**config.mk**
```make
export PLATFORM = sky130hd
export DESIGN_NAME = fbfl_seq_unit
export DESIGN_NICKNAME = d
export VERILOG_FILES = /design/src/rtl/fixed_block_free_list_allocator_defines.svh /design/src/rtl/fbfl_pkg.sv /design/src/rtl/fbfl_seq_unit.sv
export SDC_FILE = /design/constraint.sdc
export NUM_CORES = 1
export LEC_CHECK = 0
export BUFFER_PORTS_ARGS = -buffer_cell sky130_fd_sc_hd__buf_2
export CORE_AREA = 10 10 113 191
export CTS_CLUSTER_DIAMETER = 200
export DETAILED_ROUTE_END_ITERATION = 10
export DIE_AREA = 0 0 123 201
export PLACE_DENSITY = 0.8
export SLEW_MARGIN = 40
export SYNTH_ARGS = -nofsm -noshare
export SYNTH_HDL_FRONTEND = slang
export SYNTH_SLANG_ARGS = --single-unit
```
**constraint.sdc**
```tcl
create_clock -name clk -period 5.18 [get_ports clk]
set_clock_uncertainty 0.1 [all_clocks]
set_input_delay 1.554 -clock clk [delete_from_list [all_inputs] [get_ports clk]]
set_output_delay 1.554 -clock clk [all_outputs]
set_load 0.01 [all_outputs]
```
**src/rtl/fixed_block_free_list_allocator_defines.svh**
```systemverilog
// Assertion macros for the fixed block free list allocator.
`ifndef FIXED_BLOCK_FREE_LIST_ALLOCATOR_DEFINES_SVH
`define FIXED_BLOCK_FREE_LIST_ALLOCATOR_DEFINES_SVH
`ifndef NO_ASSERTIONS
`define FBFL_ASSERT_IMPL(label, clk, rst_n, a, b, msg) \
  label: assert property (@(posedge clk) disable iff (!rst_n) (a) |-> (b)) else $error(msg);
`define FBFL_ASSERT_ALWAYS(label, clk, rst_n, a, msg) \
  label: assert property (@(posedge clk) disable iff (!rst_n) (a)) else $error(msg);
`else
`define FBFL_ASSERT_IMPL(label, clk, rst_n, a, b, msg)
`define FBFL_ASSERT_ALWAYS(label, clk, rst_n, a, msg)
`endif
`endif

```
**src/rtl/fbfl_pkg.sv**
```systemverilog
// Types and constants shared by the free list allocator modules.
package fbfl_pkg;

  localparam logic [1:0] REQ_ALLOC = 2'd0;
  localparam logic [1:0] REQ_FREE  = 2'd1;
  localparam logic [1:0] REQ_RESET = 2'd2;
  localparam logic [1:0] REQ_STATS = 2'd3;

  localparam logic [2:0] ST_OK         = 3'd0;
  localparam logic [2:0] ST_EMPTY      = 3'd1;
  localparam logic [2:0] ST_RANGE      = 3'd2;
  localparam logic [2:0] ST_MISALIGNED = 3'd3;
  localparam logic [2:0] ST_BAD_CONFIG = 3'd4;

  localparam logic [1:0] REG_REGION_BASE  = 2'd0;
  localparam logic [1:0] REG_REGION_BYTES = 2'd1;
  localparam logic [1:0] REG_ITEM_BYTES   = 2'd2;

  localparam logic [47:0] MASK48 = 48'hFFFF_FFFF_FFFF;

  typedef struct packed {
    logic [1:0]  req_type;
    logic [47:0] release_addr;
  } in_item_t;

  typedef struct packed {
    logic [2:0]  status;
    logic [47:0] block_addr;
    logic [47:0] bytes_in_use;
    logic [47:0] bytes_total;
    logic [31:0] live_allocations;
    logic [31:0] free_tally;
  } out_item_t;

  typedef enum logic {
    OP_MUL,
    OP_DIV
  } unit_op_t;

  typedef struct packed {
    logic     start;
    unit_op_t op;
  } unit_req_t;

  typedef struct packed {
    logic done;
  } unit_rsp_t;

  typedef enum logic [2:0] {
    S_IDLE,
    S_ALLOC,
    S_FREE,
    S_DIV_CNT,
    S_MUL_SPAN,
    S_LINK,
    S_STATS
  } fsm_state_t;

endpackage

```
**src/rtl/fbfl_seq_unit.sv**
```systemverilog
// Shared bit-serial multiplier and restoring divider.
module fbfl_seq_unit import fbfl_pkg::*; (
  input  logic        clk,
  input  logic        rst_n,
  input  unit_req_t   req,
  input  logic [47:0] opa,
  input  logic [32:0] opb,
  output unit_rsp_t   rsp,
  output logic [47:0] quot,
  output logic [32:0] rem,
  output logic [64:0] prod
);

  logic        run_r, done_r;
  unit_op_t    op_r;
  logic [32:0] b_r;
  logic [47:0] q_r, q_nxt;
  logic [65:0] acc_r, acc_nxt;
  logic [5:0]  cnt_r;

  logic [33:0] rem_sh;
  logic [66:0] x, y, s;
  logic        cin, neg;

  // One adder serves both operations: add for multiply, subtract for divide.
  always_comb begin
    rem_sh = {acc_r[32:0], q_r[47]};
    if (op_r == OP_MUL) begin
      x   = {acc_r, 1'b0};
      y   = q_r[47] ? {34'b0, b_r} : 67'b0;
      cin = 1'b0;
    end else begin
      x   = {33'b0, rem_sh};
      y   = ~{34'b0, b_r};
      cin = 1'b1;
    end
    s   = x + y + {66'b0, cin};
    neg = s[66];
    if (op_r == OP_MUL) begin
      acc_nxt = s[65:0];
      q_nxt   = {q_r[46:0], 1'b0};
    end else begin
      acc_nxt = neg ? {32'b0, rem_sh} : {32'b0, s[33:0]};
      q_nxt   = {q_r[46:0], ~neg};
    end
  end

  always_ff @(posedge clk) begin
    if (!rst_n) begin
      run_r  <= 1'b0;
      done_r <= 1'b0;
    end else begin
      done_r <= 1'b0;
      if (req.start) begin
        run_r <= 1'b1;
      end else if (run_r && cnt_r == 6'd0) begin
        run_r  <= 1'b0;
        done_r <= 1'b1;
      end
    end
  end

  always_ff @(posedge clk) begin
    if (req.start) begin
      op_r  <= req.op;
      b_r   <= opb;
      acc_r <= '0;
      q_r   <= (req.op == OP_MUL) ? {opa[31:0], 16'b0} : opa;
      cnt_r <= (req.op == OP_MUL) ? 6'd31 : 6'd47;
    end else if (run_r) begin
      acc_r <= acc_nxt;
      q_r   <= q_nxt;
      cnt_r <= cnt_r - 6'd1;
    end
  end

  assign rsp.done = done_r;
  assign quot     = q_r;
  assign rem      = acc_r[32:0];
  assign prod     = acc_r[64:0];

endmodule
```
Yosys cells after proc, flatten, opt, wreduce, memory -nomap -nowiden. Index checks and enable logic that the tools add are counted.

Register bits after elaboration: 156. Input bits: 85. Output and inout port bits: 147.

Add/subtract/negate cells: 3. Multiplexer cells: 16. Bitwise operators: 3. Reductions and logical operators: 5.

Operators with widths (number): $mux 48 (3); $mux 67 (2); $add 67x1->67 (1); $add 67x67->67 (1); $not 33->67 (1); $mux 66 (1); $mux 34 (1); $mux 33 (1); $mux 6 (3); $logic_not 6->1 (1); $sub 6x1->6 const B (1); $mux 1 (5); $reduce_bool 2->1 (2); $not 1->1 (2); $reduce_or 2->1 (1); $logic_and 1x1->1 (1).

Depth between registers and ports, before layout.
Depth after elaboration: 8. Mapped depth: 19. Depth with buffers taken out: 14.

Least setup slack after synthesis. No wires, ideal clock.

Path type: register to register. From: register op_r. To: register acc_r[44]. Setup time: 0.117 ns. Data arrival time: 3.793 ns. Data required time: 4.963 ns. Setup slack: 1.170 ns. Stages on the path, launching flop included: 19. Path buffers: 5. Cell sequence: edfxtp_1 > clkbuf_1 > inv_1 > clkbuf_1 > clkbuf_1 > fa_1 > inv_1 > fa_1 > a21o_1 > a221oi_2 > a2bb2oi_2 > nand2_2 > a221oi_4 > o21a_1 > buf_6 > buf_6 > nor2_1 > xor2_1 > a22o_1.

Word-level cells in the longest chain between the ends: 4. Elaborated cells between the ends (all ways): 6. Classes of those cells: add/sub: 2; mux: 4.

Ends and longest elaborated chain: start, declared (RTL line fbfl_seq_unit.sv:15) `unit_op_t op_r;`; start signal, assigned (RTL line fbfl_seq_unit.sv:65) `op_r <= req.op;`; $mux 67 (RTL line fbfl_seq_unit.sv:28) `if (op_r == OP_MUL) begin`; $add 67x67->67 (RTL line fbfl_seq_unit.sv:37) `s = x + y + {66'b0, cin};`; $add 67x1->67 (RTL line fbfl_seq_unit.sv:37); $mux 66 (*) (RTL line fbfl_seq_unit.sv:39) `if (op_r == OP_MUL) begin`; end signal, assigned (RTL line fbfl_seq_unit.sv:71) `acc_r <= acc_nxt;`; end, declared (RTL line fbfl_seq_unit.sv:18) `logic [65:0] acc_r, acc_nxt;`.

Mark *: on every way between the ends. The rest lies on a longest branch, timed or not. A chain may end at the register's enable or synchronous reset.

Final worst setup path.
From: register op_r. To: register acc_r[15].

Word-level cells in the longest chain between the ends: 5. Elaborated cells between the ends (all ways): 7. Classes of those cells: add/sub: 2; mux: 5.

Ends and longest elaborated chain: $mux 67 (RTL line fbfl_seq_unit.sv:28); $add 67x67->67 (RTL line fbfl_seq_unit.sv:37); $add 67x1->67 (RTL line fbfl_seq_unit.sv:37); $mux 34 (RTL line fbfl_seq_unit.sv:43) `acc_nxt = neg ? {32'b0, rem_sh} : {32'b0, s[33:0]};`; $mux 66 (*) (RTL line fbfl_seq_unit.sv:39).

Marked as above.

==> key figures <==
Status
  • Outcome: finished clean

Synth
  • Post-Synthesis Net Count: between 1000 and 1500
  • Most frequent cell after synthesis: nand2_1
  • Synth Area per Inst: roughly 9.0 sq um
  • Gate Count Post-Synth: ~1100
  • Number of flops mapped to enable cells by yosys: 88
  • Fraction of registers with async set/reset: 0
  • Synth Cell Area: between 9000 and 10000 sq um
  • Post-synth top area share: 0.267
  • Number of library cell types mapped by synthesis: between 60 and 70
  • Synth Flop Type: edfxtp_1
  • Register area share after synthesis: 0.403
  • Synth warn: 0
  • Synth top cells by count: nand2_1, buf_4, nor2_1
  • Post-synth top area cell: edfxtp_1
  • FF+latch count, synth: between 150 and 200
  • Synth area leaders: edfxtp_1, dfxtp_1, buf_4

Clock tree
  • Post-CTS setup buffers: 0
  • # hold bufs at CTS: 0
  • TritonCTS sink count: 155
  • H-tree Lvls: 4
  • Post-CTS Resized: 0
  • Max clock buf depth: 2
  • CTS tree: yes
  • CTS root buffer: clkbuf_16
  • CTS buffer count: 17
  • CTS clk-pin slew, worst paths: 0.06 ns
  • Clk_lat worst skew: ~0.44 ns

Critical path
  • Delay-heaviest family, CP: compound AO/OA/AOI/OAI gates
  • Crit-path max cell delay: around 0.45 ns
  • Crit-path max FO: 34
  • Crit-path cells: inv_1 -> buf_12 -> fa_1 -> inv_1 -> fa_1 -> a21o_1 -> a221oi_2 -> a2bb2oi_2 -> nand2_2 -> a221oi_4 -> o21a_1 -> buf_4 -> nand2_4 -> a31o_2 -> a211oi_1
  • Startpoint types: flip-flop
  • Worst path required time: 5.43 ns
  • Critical path class: reg2reg
  • Arrival @ worst endpoint: approximately 4.5 ns
  • Bufs and invs on worst path: 4
  • CP endpoint kind: flip-flop
  • Slowest CP cell: edfxtp_1

Placed design
  • Routability Congestion: approximately 0.95
  • Pre-CTS setup slack: approximately 1.0 ns
  • Inst Count DP: about 1400
  • PortBufs: approximately 230
  • Post-DP Area: 10500 sq um
  • DP HPWL: a little over 20000 um

Cells and area
  • Share of layout cells above drive strength 1: 0.251
  • Area delta synth->final: 12.2%
  • Non-Filler Instances: ~1500
  • Register area: 3980 sq um
  • Post-layout net count: between 1000 and 1500
  • Design Area, Final: between 10000 and 15000 sq um
  • Fill cells: roughly 1600
  • Multi-input gate area: approximately 4800 sq um

Power and ir drop
  • Clock network power share: 0.345
  • Internal Power: 2370 uW
  • Reg power frac: 0.431
  • Pleak: just under 0.005 uW
  • Logic pwr share: 0.225
  • Switching power: about 1100 uW
  • Sw Ratio: 0.313
  • Pwr Total: about 3400 uW
  • Pwr per Cell Area: approximately 310 nW/um^2
  • Max rail drop VDD: 0.267 mV

STA
  • Setup TNS: 0 ns
  • # setup viols final: 0
  • Final WS setup: a little over 0.9 ns
  • Period utilization: 0.820
  • Crit path time final: ~4.2 ns
  • Slew headroom: 0.476
  • Max Fclk: 235 MHz
  • Fin. max-slew vios: 0
  • RSZ-0062 raised after global routing: no
  • Slew of the pin with the lowest slew margin: 0.786 ns
  • Fin. Hold Viols: 0

Drt
  • Initial DRT Pass Iterations: 4
  • DRT antenna net count: 0
  • DR iter-0 viols: 440
  • Vias per inst: 5.78
  • Routed WL: 27500 um
  • DRC errors left: 0
  • WL per Instance: 18.8 um
  • Vias: between 8000 and 9000

Global route
  • Largest net degree at the start of global routing: between 70 and 80
  • First-pass GRT wire length: 43900 um
  • Vias in the first global route: 8703
  • Initial antenna violation count: 3
  • Grt total ovfl: 0
  • Gr usage total: 0.221

Floorplan
  • Cell Rows: 66
  • Die height: ~200 um
  • Io pins: 232
  • Core Area: 18400 sq um
  • Full die area: 24700 sq um
  • Die W: around 120 um
  • Initial Utilization: 0.537

Flow run
  • Max-cap violations: 0

Worst hold path
  • Hold WC Path Type: reg2reg
-- flip-flops by register name, summed over array words and instances, names as in the netlist --
name / count
b_r: 33
acc_r: 65
quot: 48
run_r: 1
cnt_r: 6
op_r: 1
rsp: 1
-- layer usage --
metal	global-route usage	vias up	wire length, um
li1	-	4073	-
met1	0.216	4018	9650
met2	0.409	268	14900
met3	0.0653	81	1920
met4	0.0998	4	1040
met5	0	-	25
-- area by class of cell --
type / count / area share
Clock inverter: 14 / 0.0111
Tap cell: 238 / 0.0268
Sequential cell: 155 / 0.359
Multi-Input combinational cell: 757 / 0.434
Timing Repair Buffer: 249 / 0.120
Clock buffer: 18 / 0.0387
Antenna cell: 1 / 0.000226
Inverter: 30 / 0.0101
-- power groups by stage --
stage               clock [uW]  combinational (uW)  sequential, uW
detailed placement           0                 774            1510
CTS                       1200                 776            1480
global route              1250                 858            1500
global placement             0                 755            1510
floorplan                    0                 555            1510
finish                    1190                 773            1480
-- cells by family after synthesis --
logic type      Yosys count  synth area share
compound gates          278             0.188
fa+ha+maj                37            0.0483
flops                   155             0.403
mux                      33            0.0334
xor+xnor                 63            0.0558
simple gates            346             0.160
buf+inv                 190             0.112
-- cells in the final DEF, fill, tap and decap left out, types with 9 or more instances in the layout --
cell,n
a21o_1,17
a21oi_1,72
a22o_1,31
a311oi_1,18
a32oi_1,9
buf_2,230
buf_4,16
clkbuf_16,17
dfxtp_1,67
edfxtp_1,88
ha_1,35
inv_1,29
mux2i_1,33
nand2_1,136
nand2b_1,12
nand3_1,35
nand4_1,9
nor2_1,94
nor3_1,13
o21ai_0,73
xnor2_1,38
xor2_1,25
-- through the flow --
step                      utilization  hold slack (ns)
after detailed placement        0.572            0.367
after global routing            0.602            0.408
after floorplan                     -            0.351
final                           0.602            0.386
after global placement          0.570            0.359
after CTS                       0.602            0.383
-- worst paths after layout --
| check | slack, ns | to | cells past startpoint | start |
|---|---|---|---|---|
| max | 0.93 | acc_r[15] | 15 | op_r |
| min | 0.39 | acc_r[64] | 1 | acc_r[64] |
| max reg2reg | 0.93 | acc_r[15] | 15 | op_r |
| min reg2reg | 0.39 | acc_r[64] | 1 | acc_r[64] |
-- worst reg2reg max path, stage by stage (launching register included) --
cell       delay (ns)
edfxtp_1         0.45
inv_1            0.24
buf_12           0.22
fa_1             0.25
inv_1            0.06
fa_1             0.40
a21o_1           0.20
a221oi_2         0.40
a2bb2oi_2        0.22
nand2_2          0.10
a221oi_4         0.35
o21a_1           0.17
buf_4            0.27
nand2_4          0.27
a31o_2           0.32
a211oi_1         0.15
(Power assumes the default switching activity.)
